File: src/rtl/bpc_pkg.sv
// Shared types, codes and constants of the button press classifier.
// Used by the channel interfaces, the front and back modules and the top level.
package bpc_pkg;

  localparam int unsigned PIN_COUNT   = 16;
  localparam int unsigned PIN_IDX_W   = (PIN_COUNT > 1) ? $clog2(PIN_COUNT) : 1;
  localparam int unsigned PIN_W       = 4;
  localparam int unsigned TIME_W      = 32;
  localparam int unsigned CFG_W       = 16;
  localparam int unsigned CFG_IDX_W   = 2;
  localparam int unsigned QUEUE_DEPTH = 2;
  localparam int unsigned QPTR_W      = (QUEUE_DEPTH > 1) ? $clog2(QUEUE_DEPTH) : 1;
  localparam int unsigned QCNT_W      = $clog2(QUEUE_DEPTH + 1);

  localparam logic [CFG_W-1:0] DEBOUNCE_RESET = 16'd50;
  localparam logic [CFG_W-1:0] LONG_RESET     = 16'd1000;
  localparam logic [CFG_W-1:0] WINDOW_RESET   = 16'd300;

  localparam logic [CFG_IDX_W-1:0] CFG_DEBOUNCE = 2'd0;
  localparam logic [CFG_IDX_W-1:0] CFG_LONG     = 2'd1;
  localparam logic [CFG_IDX_W-1:0] CFG_WINDOW   = 2'd2;

  localparam logic [1:0] OP_EDGE  = 2'd0;
  localparam logic [1:0] OP_TICK  = 2'd1;
  localparam logic [1:0] OP_CLEAR = 2'd2;

  typedef enum logic [1:0] {
    EV_NONE   = 2'd0,
    EV_SIMPLE = 2'd1,
    EV_LONG   = 2'd2,
    EV_DOUBLE = 2'd3
  } ev_t;

  typedef enum logic [1:0] {
    CMD_NOP   = 2'd0,
    CMD_EDGE  = 2'd1,
    CMD_TICK  = 2'd2,
    CMD_CLEAR = 2'd3
  } cmd_t;

  typedef enum logic [2:0] {
    BK_IDLE,
    BK_EDGE_DIFF,
    BK_EDGE_APPLY,
    BK_TICK,
    BK_EMIT
  } bk_state_t;

  typedef struct packed {
    cmd_t              cmd;
    logic [PIN_W-1:0]  pin;
    logic              level;
    logic [TIME_W-1:0] now_ms;
  } qent_t;

  typedef struct packed {
    logic [CFG_W-1:0] debounce_ms;
    logic [CFG_W-1:0] long_press_ms;
    logic [CFG_W-1:0] double_window_ms;
  } cfg_t;

  function automatic logic [PIN_IDX_W-1:0] pin_to_idx(input logic [PIN_W-1:0] p);
    return PIN_IDX_W'(p);
  endfunction

endpackage

File: src/rtl/bpc_if.sv
// Valid/ready channel interfaces: input items, result words and config writes.
// Depends on bpc_pkg for field widths.
interface bpc_in_if;
  logic                       valid;
  logic                       ready;
  logic [1:0]                 operation;
  logic [bpc_pkg::PIN_W-1:0]  pin;
  logic                       level;
  logic [bpc_pkg::TIME_W-1:0] now_ms;
  modport source(output valid, operation, pin, level, now_ms, input ready);
  modport sink(input valid, operation, pin, level, now_ms, output ready);
endinterface

interface bpc_out_if;
  logic                       valid;
  logic                       ready;
  logic [bpc_pkg::PIN_W-1:0]  button;
  logic [1:0]                 event_kind;
  logic [bpc_pkg::TIME_W-1:0] time_value;
  logic                       press_open;
  logic                       edge_accepted;
  modport source(output valid, button, event_kind, time_value, press_open, edge_accepted,
                 input ready);
  modport sink(input valid, button, event_kind, time_value, press_open, edge_accepted,
               output ready);
endinterface

interface bpc_cfg_if;
  logic                          valid;
  logic                          ready;
  logic [bpc_pkg::CFG_IDX_W-1:0] index;
  logic [bpc_pkg::CFG_W-1:0]     data;
  modport source(output valid, index, data, input ready);
  modport sink(input valid, index, data, output ready);
endinterface

File: src/rtl/bpc_front.sv
// Front end: accepts input words, classifies them into commands and queues them.
// Depends on bpc_pkg and bpc_in_if.
module bpc_front (
  input  logic            clk,
  input  logic            rst_n,
  bpc_in_if.sink          in_ch,
  output logic            q_valid,
  output bpc_pkg::qent_t  q_ent,
  input  logic            q_pop
);

  bpc_pkg::qent_t                  mem_r [bpc_pkg::QUEUE_DEPTH];
  logic [bpc_pkg::QPTR_W-1:0]      wr_ptr_r, wr_ptr_nxt;
  logic [bpc_pkg::QPTR_W-1:0]      rd_ptr_r, rd_ptr_nxt;
  logic [bpc_pkg::QCNT_W-1:0]      count_r, count_nxt;
  logic                            push;
  logic                            pop;
  bpc_pkg::qent_t                  cls;

  assign in_ch.ready = (count_r != bpc_pkg::QCNT_W'(bpc_pkg::QUEUE_DEPTH));
  assign push        = in_ch.valid && in_ch.ready;
  assign q_valid     = (count_r != '0);
  assign pop         = q_pop && q_valid;
  assign q_ent       = mem_r[rd_ptr_r];

  // classify: out-of-range edges and unknown operations change nothing
  always_comb begin
    cls.pin    = in_ch.pin;
    cls.level  = in_ch.level;
    cls.now_ms = in_ch.now_ms;
    case (in_ch.operation)
      bpc_pkg::OP_EDGE: begin
        if (32'(in_ch.pin) >= bpc_pkg::PIN_COUNT) cls.cmd = bpc_pkg::CMD_NOP;
        else cls.cmd = bpc_pkg::CMD_EDGE;
      end
      bpc_pkg::OP_TICK:  cls.cmd = bpc_pkg::CMD_TICK;
      bpc_pkg::OP_CLEAR: cls.cmd = bpc_pkg::CMD_CLEAR;
      default:           cls.cmd = bpc_pkg::CMD_NOP;
    endcase
  end

  always_comb begin
    wr_ptr_nxt = wr_ptr_r;
    rd_ptr_nxt = rd_ptr_r;
    if (push) begin
      if (32'(wr_ptr_r) == bpc_pkg::QUEUE_DEPTH - 1) wr_ptr_nxt = '0;
      else wr_ptr_nxt = wr_ptr_r + 1'b1;
    end
    if (pop) begin
      if (32'(rd_ptr_r) == bpc_pkg::QUEUE_DEPTH - 1) rd_ptr_nxt = '0;
      else rd_ptr_nxt = rd_ptr_r + 1'b1;
    end
    count_nxt = count_r;
    if (push && !pop) count_nxt = count_r + 1'b1;
    else if (pop && !push) count_nxt = count_r - 1'b1;
  end

  always_ff @(posedge clk) begin
    if (!rst_n) begin
      wr_ptr_r <= '0;
      rd_ptr_r <= '0;
      count_r  <= '0;
    end else begin
      wr_ptr_r <= wr_ptr_nxt;
      rd_ptr_r <= rd_ptr_nxt;
      count_r  <= count_nxt;
    end
  end

  always_ff @(posedge clk) begin
    if (push) mem_r[wr_ptr_r] <= cls;
  end

endmodule

File: src/rtl/bpc_back.sv
// Back end: executes queued commands against the per-pin tables and event record,
// and holds each result word in an output register. Depends on bpc_pkg and bpc_out_if.
module bpc_back (
  input  logic            clk,
  input  logic            rst_n,
  input  bpc_pkg::cfg_t   cfg,
  input  logic            q_valid,
  input  bpc_pkg::qent_t  q_ent,
  output logic            q_pop,
  bpc_out_if.source       out_ch
);

  localparam int unsigned TW = bpc_pkg::TIME_W;
  localparam int unsigned IW = bpc_pkg::PIN_IDX_W;
  localparam int unsigned PC = bpc_pkg::PIN_COUNT;

  bpc_pkg::bk_state_t          state_r, state_nxt;
  bpc_pkg::qent_t              item_r, item_nxt;
  logic [TW-1:0]               dt_edge_r, dt_edge_nxt;
  logic [TW-1:0]               len_r, len_nxt;
  logic [TW-1:0]               dt_first_r, dt_first_nxt;
  logic [IW-1:0]               scan_r, scan_nxt;
  logic                        acc_r, acc_nxt;
  logic [bpc_pkg::PIN_W-1:0]   button_r, button_nxt;
  bpc_pkg::ev_t                event_r, event_nxt;
  logic [TW-1:0]               sod_r, sod_nxt;
  logic                        pressing_r, pressing_nxt;
  logic [PC-1:0]               le_vld_r, le_vld_nxt;
  logic [PC-1:0]               fr_vld_r, fr_vld_nxt;
  logic [PC-1:0]               await_r, await_nxt;
  logic [TW-1:0]               last_edge_r [PC];
  logic [TW-1:0]               first_rel_r [PC];
  logic                        le_we, fr_we;
  logic [IW-1:0]               item_idx, rd_idx;
  logic [TW-1:0]               le_rd, fr_rd;
  logic                        deb_ok, long_hit, dbl_hit, expire, last_scan, load_out;
  logic                        ov_r, ov_nxt;
  logic [bpc_pkg::PIN_W-1:0]   obutton_r;
  logic [1:0]                  okind_r;
  logic [TW-1:0]               otime_r;
  logic                        oopen_r, oacc_r;

  assign item_idx  = bpc_pkg::pin_to_idx(item_r.pin);
  assign rd_idx    = (state_r == bpc_pkg::BK_TICK) ? scan_r : item_idx;
  assign le_rd     = le_vld_r[rd_idx] ? last_edge_r[rd_idx] : '0;
  assign fr_rd     = fr_vld_r[rd_idx] ? first_rel_r[rd_idx] : '0;
  assign deb_ok    = dt_edge_r >= TW'(cfg.debounce_ms);
  assign long_hit  = len_r >= TW'(cfg.long_press_ms);
  assign dbl_hit   = await_r[item_idx] && (dt_first_r <= TW'(cfg.double_window_ms));
  assign expire    = await_r[scan_r] && ((item_r.now_ms - fr_rd) >= TW'(cfg.double_window_ms));
  assign last_scan = (scan_r == IW'(PC - 1));
  assign load_out  = (state_r == bpc_pkg::BK_EMIT) && (!ov_r || out_ch.ready);
  assign q_pop     = (state_r == bpc_pkg::BK_IDLE) && q_valid;

  always_comb begin
    state_nxt = state_r;
    case (state_r)
      bpc_pkg::BK_IDLE: begin
        if (q_valid) begin
          case (q_ent.cmd)
            bpc_pkg::CMD_EDGE: state_nxt = bpc_pkg::BK_EDGE_DIFF;
            bpc_pkg::CMD_TICK: state_nxt = bpc_pkg::BK_TICK;
            default:           state_nxt = bpc_pkg::BK_EMIT;
          endcase
        end
      end
      bpc_pkg::BK_EDGE_DIFF:  state_nxt = bpc_pkg::BK_EDGE_APPLY;
      bpc_pkg::BK_EDGE_APPLY: state_nxt = bpc_pkg::BK_EMIT;
      bpc_pkg::BK_TICK: begin
        if (last_scan) state_nxt = bpc_pkg::BK_EMIT;
      end
      bpc_pkg::BK_EMIT: begin
        if (load_out) state_nxt = bpc_pkg::BK_IDLE;
      end
      default: state_nxt = bpc_pkg::BK_IDLE;
    endcase
  end

  always_comb begin
    item_nxt     = item_r;
    dt_edge_nxt  = dt_edge_r;
    len_nxt      = len_r;
    dt_first_nxt = dt_first_r;
    scan_nxt     = scan_r;
    acc_nxt      = acc_r;
    button_nxt   = button_r;
    event_nxt    = event_r;
    sod_nxt      = sod_r;
    pressing_nxt = pressing_r;
    le_vld_nxt   = le_vld_r;
    fr_vld_nxt   = fr_vld_r;
    await_nxt    = await_r;
    le_we        = 1'b0;
    fr_we        = 1'b0;
    case (state_r)
      bpc_pkg::BK_IDLE: begin
        if (q_valid) begin
          item_nxt = q_ent;
          acc_nxt  = 1'b0;
          scan_nxt = '0;
          if (q_ent.cmd == bpc_pkg::CMD_CLEAR) begin
            event_nxt    = bpc_pkg::EV_NONE;
            sod_nxt      = '0;
            pressing_nxt = 1'b0;
          end
        end
      end
      bpc_pkg::BK_EDGE_DIFF: begin
        dt_edge_nxt  = item_r.now_ms - le_rd;
        len_nxt      = item_r.now_ms - sod_r;
        dt_first_nxt = item_r.now_ms - fr_rd;
      end
      bpc_pkg::BK_EDGE_APPLY: begin
        if (deb_ok) begin
          acc_nxt              = 1'b1;
          le_we                = 1'b1;
          le_vld_nxt[item_idx] = 1'b1;
          if (!item_r.level) begin
            button_nxt   = item_r.pin;
            sod_nxt      = item_r.now_ms;
            pressing_nxt = 1'b1;
          end else if ((button_r == item_r.pin) && pressing_r) begin
            sod_nxt      = len_r;
            pressing_nxt = 1'b0;
            if (long_hit) begin
              event_nxt           = bpc_pkg::EV_LONG;
              await_nxt[item_idx] = 1'b0;
            end else if (dbl_hit) begin
              event_nxt           = bpc_pkg::EV_DOUBLE;
              await_nxt[item_idx] = 1'b0;
            end else begin
              fr_we                = 1'b1;
              fr_vld_nxt[item_idx] = 1'b1;
              await_nxt[item_idx]  = 1'b1;
              event_nxt            = bpc_pkg::EV_NONE;
            end
          end
        end
      end
      bpc_pkg::BK_TICK: begin
        if (expire) begin
          button_nxt        = bpc_pkg::PIN_W'(scan_r);
          event_nxt         = bpc_pkg::EV_SIMPLE;
          pressing_nxt      = 1'b0;
          sod_nxt           = TW'(1);
          await_nxt[scan_r] = 1'b0;
        end
        if (!last_scan) scan_nxt = scan_r + 1'b1;
      end
      default: ;
    endcase
  end

  always_comb begin
    ov_nxt = ov_r;
    if (load_out) ov_nxt = 1'b1;
    else if (out_ch.ready) ov_nxt = 1'b0;
  end

  always_ff @(posedge clk) begin
    if (!rst_n) begin
      state_r    <= bpc_pkg::BK_IDLE;
      button_r   <= '0;
      event_r    <= bpc_pkg::EV_NONE;
      sod_r      <= '0;
      pressing_r <= 1'b0;
      le_vld_r   <= '0;
      fr_vld_r   <= '0;
      await_r    <= '0;
      ov_r       <= 1'b0;
    end else begin
      state_r    <= state_nxt;
      button_r   <= button_nxt;
      event_r    <= event_nxt;
      sod_r      <= sod_nxt;
      pressing_r <= pressing_nxt;
      le_vld_r   <= le_vld_nxt;
      fr_vld_r   <= fr_vld_nxt;
      await_r    <= await_nxt;
      ov_r       <= ov_nxt;
    end
  end

  always_ff @(posedge clk) begin
    item_r     <= item_nxt;
    dt_edge_r  <= dt_edge_nxt;
    len_r      <= len_nxt;
    dt_first_r <= dt_first_nxt;
    scan_r     <= scan_nxt;
    acc_r      <= acc_nxt;
    if (le_we) last_edge_r[item_idx] <= item_r.now_ms;
    if (fr_we) first_rel_r[item_idx] <= item_r.now_ms;
    if (load_out) begin
      obutton_r <= button_r;
      okind_r   <= event_r;
      otime_r   <= sod_r;
      oopen_r   <= pressing_r;
      oacc_r    <= acc_r;
    end
  end

  assign out_ch.valid         = ov_r;
  assign out_ch.button        = obutton_r;
  assign out_ch.event_kind    = okind_r;
  assign out_ch.time_value    = otime_r;
  assign out_ch.press_open    = oopen_r;
  assign out_ch.edge_accepted = oacc_r;

endmodule

File: src/rtl/button_press_classifier.sv
// Top level of the button press classifier: config registers, front and back ends.
// Depends on bpc_pkg, the bpc channel interfaces, bpc_front and bpc_back.
//
// Every input word (pin edge, tick scan or clear) yields exactly one result word
// showing the event record after that word. The front end queues up to two words
// ahead of the back end. In the back end an edge passes take, difference, apply
// and emit, a clear or other word take and emit, and a tick take, a scan of each
// pin and emit: the tick walks the per-pin tables one entry a cycle through one
// shared subtract-and-compare. A finished result waits in an output register
// while the next word is taken. Config writes are accepted in any cycle.
module button_press_classifier (
  input  logic      clk,
  input  logic      rst_n,
  bpc_in_if.sink    in_ch,
  bpc_out_if.source out_ch,
  bpc_cfg_if.sink   cfg_ch
);

  bpc_pkg::cfg_t  cfg_r;
  logic           q_valid;
  logic           q_pop;
  bpc_pkg::qent_t q_ent;

  assign cfg_ch.ready = 1'b1;

  always_ff @(posedge clk) begin
    if (!rst_n) begin
      cfg_r.debounce_ms      <= bpc_pkg::DEBOUNCE_RESET;
      cfg_r.long_press_ms    <= bpc_pkg::LONG_RESET;
      cfg_r.double_window_ms <= bpc_pkg::WINDOW_RESET;
    end else if (cfg_ch.valid) begin
      case (cfg_ch.index)
        bpc_pkg::CFG_DEBOUNCE: cfg_r.debounce_ms      <= cfg_ch.data;
        bpc_pkg::CFG_LONG:     cfg_r.long_press_ms    <= cfg_ch.data;
        bpc_pkg::CFG_WINDOW:   cfg_r.double_window_ms <= cfg_ch.data;
        default: ;
      endcase
    end
  end

  bpc_front u_front (
    .clk     (clk),
    .rst_n   (rst_n),
    .in_ch   (in_ch),
    .q_valid (q_valid),
    .q_ent   (q_ent),
    .q_pop   (q_pop)
  );

  bpc_back u_back (
    .clk     (clk),
    .rst_n   (rst_n),
    .cfg     (cfg_r),
    .q_valid (q_valid),
    .q_ent   (q_ent),
    .q_pop   (q_pop),
    .out_ch  (out_ch)
  );

  a_pop_needs_entry: assert property (@(posedge clk) disable iff (!rst_n)
    q_pop |-> q_valid)
    else $error("queue popped while empty");

  a_pop_spacing: assert property (@(posedge clk) disable iff (!rst_n)
    q_pop |=> !q_pop)
    else $error("back end took two words in consecutive cycles");

  a_full_not_empty: assert property (@(posedge clk) disable iff (!rst_n)
    !in_ch.ready |-> q_valid)
    else $error("input stalled with an empty queue");

endmodule
File: src/flat_wrapper.sv
// flat-port wrapper written by rule: the top's interface ports become plain ports
module button_press_classifier_flat 
  (clk, rst_n, in_ch_valid, in_ch_operation, in_ch_pin, in_ch_level, in_ch_now_ms, in_ch_ready, out_ch_valid, out_ch_button, out_ch_event_kind, out_ch_time_value, out_ch_press_open, out_ch_edge_accepted, out_ch_ready, cfg_ch_valid, cfg_ch_index, cfg_ch_data, cfg_ch_ready);
  bpc_in_if in_ch_i ();
  bpc_out_if out_ch_i ();
  bpc_cfg_if cfg_ch_i ();
  input  logic clk;
  input  logic rst_n;
  input wire logic [$bits(in_ch_i.valid)-1:0] in_ch_valid;
  input wire logic [$bits(in_ch_i.operation)-1:0] in_ch_operation;
  input wire logic [$bits(in_ch_i.pin)-1:0] in_ch_pin;
  input wire logic [$bits(in_ch_i.level)-1:0] in_ch_level;
  input wire logic [$bits(in_ch_i.now_ms)-1:0] in_ch_now_ms;
  output wire logic [$bits(in_ch_i.ready)-1:0] in_ch_ready;
  output wire logic [$bits(out_ch_i.valid)-1:0] out_ch_valid;
  output wire logic [$bits(out_ch_i.button)-1:0] out_ch_button;
  output wire logic [$bits(out_ch_i.event_kind)-1:0] out_ch_event_kind;
  output wire logic [$bits(out_ch_i.time_value)-1:0] out_ch_time_value;
  output wire logic [$bits(out_ch_i.press_open)-1:0] out_ch_press_open;
  output wire logic [$bits(out_ch_i.edge_accepted)-1:0] out_ch_edge_accepted;
  input wire logic [$bits(out_ch_i.ready)-1:0] out_ch_ready;
  input wire logic [$bits(cfg_ch_i.valid)-1:0] cfg_ch_valid;
  input wire logic [$bits(cfg_ch_i.index)-1:0] cfg_ch_index;
  input wire logic [$bits(cfg_ch_i.data)-1:0] cfg_ch_data;
  output wire logic [$bits(cfg_ch_i.ready)-1:0] cfg_ch_ready;
  assign in_ch_i.valid = in_ch_valid;
  assign in_ch_i.operation = in_ch_operation;
  assign in_ch_i.pin = in_ch_pin;
  assign in_ch_i.level = in_ch_level;
  assign in_ch_i.now_ms = in_ch_now_ms;
  assign in_ch_ready = in_ch_i.ready;
  assign out_ch_valid = out_ch_i.valid;
  assign out_ch_button = out_ch_i.button;
  assign out_ch_event_kind = out_ch_i.event_kind;
  assign out_ch_time_value = out_ch_i.time_value;
  assign out_ch_press_open = out_ch_i.press_open;
  assign out_ch_edge_accepted = out_ch_i.edge_accepted;
  assign out_ch_i.ready = out_ch_ready;
  assign cfg_ch_i.valid = cfg_ch_valid;
  assign cfg_ch_i.index = cfg_ch_index;
  assign cfg_ch_i.data = cfg_ch_data;
  assign cfg_ch_ready = cfg_ch_i.ready;
  button_press_classifier u_core (.clk(clk), .rst_n(rst_n), .in_ch(in_ch_i), .out_ch(out_ch_i), .cfg_ch(cfg_ch_i));
endmodule
File: config.mk
export PLATFORM = sky130hd
export DESIGN_NAME = button_press_classifier_flat
export DESIGN_NICKNAME = d
export VERILOG_FILES = /design/src/rtl/bpc_pkg.sv /design/src/rtl/bpc_if.sv /design/src/rtl/bpc_front.sv /design/src/rtl/bpc_back.sv /design/src/rtl/button_press_classifier.sv /design/src/flat_wrapper.sv
export SDC_FILE = /design/constraint.sdc
export NUM_CORES = 2
export LEC_CHECK = 0
export BUFFER_PORTS_ARGS = -buffer_cell sky130_fd_sc_hd__buf_2
export CORE_AREA = 4 4 382 384
export DETAILED_ROUTE_END_ITERATION = 7
export DIE_AREA = 0 0 386 388
export PLACE_DENSITY = 0.56
export SLEW_MARGIN = 20
export SYNTH_ARGS = -nofsm -noshare
export SYNTH_HDL_FRONTEND = slang
export SYNTH_SLANG_ARGS = --single-unit
File: constraint.sdc
create_clock -name clk -period 9.1 [get_ports clk]
set_clock_uncertainty 0.2 [all_clocks]
set_input_delay 0.91 -clock clk [delete_from_list [all_inputs] [get_ports clk]]
set_output_delay 0.91 -clock clk [all_outputs]
set_load 0.03 [all_outputs]
==> results.cfg <==
[status]
outcome = complete, no violations

[die]
core_mm2 = 0.143
fp.dieH_um = 388
floorplan.io_pins = 105
initial_utilization_pct = 43.8
floorplan.rows = 139
floorplan.die.width_um = 386
floorplan.die_area_mm2 = 0.150

[timing]
finalSetupViolations = 0
fin_setup_tns_ps = 0
worst_slew_margin_rel_pct = 32.2
max_fclk_mhz = 120
least_margin_pin_slew_ps = 1020
maxSlewViolCount = 0
finalHoldViolCount = 0
final_min_period_over_clock_period_pct = 91.6
setup_repair_after_global_routing_missed_its_margin = false
period_needed_ps = 8340

[grt]
grt_antenna_before_repair = 8
grt_max_degree = 147
groute.usage.overall_pct = 24.2
grt_first_pass_wirelength_um = 267000
grt_overflow_total = 0
via_count_of_the_first_global_routing_pass = 39231

[layout]
nNetsFinal = 5397
area.sequential_mm2 = 0.0413
n_fill_cell = 12369
post_route_cells_drive_above_1_share_pct = 11.7
combined_area_of_the_multi_input_logic_cells_mm2 = 0.0198
area_overhead_vs_synth_pct = 12.8

[route]
dr_total_vias = 41574
detailedRoute.firstPassIterationCount = 7
drt.antenna.violating_nets = 0
via_per_inst = 5.78
route.detailed.drc = 0
routed_wirelength_um = 183000
drt_first_iter_violations = 4203
wire_per_inst_um = 25.5

[clocking]
clock_tree_from_tritoncts = yes
clk_pin_slew_ps = 60
cts.path.max_buffers = 3
worstSkewPairLatency_ps = 800
post_cts_resized = 0
cts_root_buffer = sky130_fd_sc_hd__clkbuf_16
numClockSinks = 1424
post_cts.repair.setup_buffers = 0
cts.hold.buffers_added = 0
clock_tree.htree_level_count = 4
numCtsBuffers = 154

[setup_path]
path_cells = and3b_1, mux2i_4, buf_12, buf_4, nand2_1, and3_1, a311oi_1, a311oi_1, or3_1, ha_1, nand3_1, a211oi_1, o21ai_1, a211o_1, a21oi_1, o41a_1, o31a_1, o31a_1, or2_1, a21oi_4, buf_4, mux2i_1
critPathArrivalTime_ps = 8850
worst_path_max_delay_cell = sky130_fd_sc_hd__a21oi_4
reg2reg_depth = 22
worstPathMaxFanout = 88
startpoint_type = register
cp_data_required_time_ps = 9610
critical_path_sink_type = register
critPathKind = register to register
max_stage_delay_ps = 590

[yosys]
postSynthRegisterBits = 1424
yosysTopAreaCellShare_pct = 61.5
post_synth.cell_area_avg_um2 = 12.3
area_of_the_mapped_netlist_mm2 = 0.0625
area_contributors_post_synth = sky130_fd_sc_hd__edfxtp_1 (61%), sky130_fd_sc_hd__nand2_1 (7.7%), sky130_fd_sc_hd__dfxtp_1 (4.6%)
ys_warn_count = 0
synth.largest_area_cell = sky130_fd_sc_hd__edfxtp_1
top_flip_flop_cell_by_instance_count_after_synthesis = sky130_fd_sc_hd__edfxtp_1
syn-num-nets = 5310
synth_most_common_cell = sky130_fd_sc_hd__nand2_1
post_synth_num_cell_types = 83
synth-async-reset-ratio_pct = 0
syn_inst = 5079
synth_seq_area_share_pct = 66.1
synth_top_cells_by_count = sky130_fd_sc_hd__nand2_1 (1282), sky130_fd_sc_hd__edfxtp_1 (1280), sky130_fd_sc_hd__nand3_1 (288)
synth_enable_flop_cells = 1280

[power]
p_leak_nw = 24.5
power_w = 0.0243
ir_worst_vdd_mv = 0.169
power_density_mw_per_mm2 = 345
sequentialPowerShare_pct = 35.6
internal_power_w = 0.0150
switching_share_pct = 38.4
net_switching_component_of_the_power_w = 0.00934
combinationalPowerShare_pct = 39.4
power.clock.fraction_pct = 25.0

[job]
cap_viol_max_count = 0

[hold_path]
min_path_cells = 1
worstHoldPathType = input port to register

[place]
gp_congestion = 0.898
portBuffers = 103
detailedPlacementHpwl_um = 108000
==> path summary, 6_finish.rpt <==
path                            slack (ps)                     start                            endpoint
worst max-delay path                   760  u_core.u_back.state_r[0]             u_core.u_back.sod_r[28]
worst min-delay path                   100           in_ch_now_ms[6]          u_core.u_front.mem_r[1][6]
worst max register to register         760  u_core.u_back.state_r[0]             u_core.u_back.sod_r[28]
worst min register to register         260       u_core.u_back.acc_r  u_core.u_back.out_ch.edge_accepted
==> cell families (layout without fill, tap and decap cells) <==
logic type               after synthesis  after routing  synth area share, %
buffers and inverters                440            651                 2.82
multiplexers                         137            137                 2.64
XOR/XNOR                              91             91                 1.27
flip-flops                          1424           1424                 66.1
AO/OA/AOI/OAI                        741            741                 9.20
AND/OR/NAND/NOR                     2076           2076                 14.6
other                                  1              6              0.00600
adder cells (fa/ha/maj)              169            169                 3.42
==> layout by cell type (no fill, tap or decap), drive strengths merged, types with 73 or more instances in the layout <==
| cell | n |
|---|---|
| edfxtp | 1280 |
| clkbuf | 209 |
| a21oi | 96 |
| nor2 | 143 |
| buf | 236 |
| nand3 | 288 |
| dfxtp | 144 |
| a311oi | 251 |
| and3 | 143 |
| inv | 138 |
| mux2 | 73 |
| ha | 166 |
| nand2 | 1282 |
==> registers in the layout, summed over array words and instances, names as in the netlist, 16 cells and up, named ones only <==
name and flops:
u_core.cfg_r 48, u_core.u_back.dt_edge_r 32, u_core.u_back.last_edge_r 512, u_core.u_back.le_vld_r 16
u_core.u_front.mem_r 78, u_core.u_back.out_ch.time_value 32, u_core.u_back.fr_vld_r 16, u_core.u_back.len_r 32
u_core.u_back.sod_r 32, u_core.u_back.item_r 33, u_core.u_back.first_rel_r 512, u_core.u_back.dt_first_r 32
==> stage by stage <==
| stage | setup WS (ps) | cell area (um^2) | hold slack, ps | cells | util (%) |
|---|---|---|---|---|---|
| after global placement | 1060 | 65600 | 242 | 6911 | 45.9 |
| after global routing | 222 | 70500 | 62.1 | 7194 | 49.4 |
| after CTS | 844 | 70500 | 36.5 | 7191 | 49.3 |
| after floorplan | 1130 | 62500 | 200 | 5079 | - |
| after detailed placement | 876 | 65600 | 241 | 6911 | 45.9 |
| final | 761 | 70500 | 100 | 7198 | 49.4 |
==> critical path, delay by kind of cell (launching register included) <==
kind / cells / cell delay, ps
and+or+nand+nor: 6 / 1870
buffers and inverters: 3 / 1310
muxes: 2 / 750
adders and majority gates: 1 / 370
AOI/OAI and AO/OA: 10 / 2980
DFF: 1 / 580
==> area by class of cell <==
cell class / instances / share of cell area [%]
Sequential cell: 1424 / 58.6
Multi-Input combinational cell: 3215 / 28.1
Clock buffer: 208 / 5.93
Tap cell: 1903 / 3.38
Timing Repair Buffer: 237 / 2.28
Clock inverter: 72 / 0.964
Inverter: 134 / 0.713
Antenna cell: 5 / 0.0177
==> layer usage <==
| layer | track usage, % | up-vias | wire length (um) |
|---|---|---|---|
| met3 | 4.28 | 248 | 13000 |
| met1 | 34.7 | 20861 | 80900 |
| met5 | 0 | - | 11 |
| met2 | 37.5 | 1472 | 84000 |
| li1 | - | 18991 | - |
| met4 | 7.37 | 2 | 5330 |
==> power groups by stage <==
stage,clock (W),combinational (W),sequential [W]
2_1_floorplan,0,0.00613,0.00906
3_5_place_dp,0,0.00950,0.00881
3_3_place_gp,0,0.00943,0.00880
6_report,0.00607,0.00959,0.00867
5_1_grt,0.00648,0.0105,0.00870
4_1_cts,0.00618,0.00955,0.00867
Note: power is estimated with default switching activity, not from simulation.
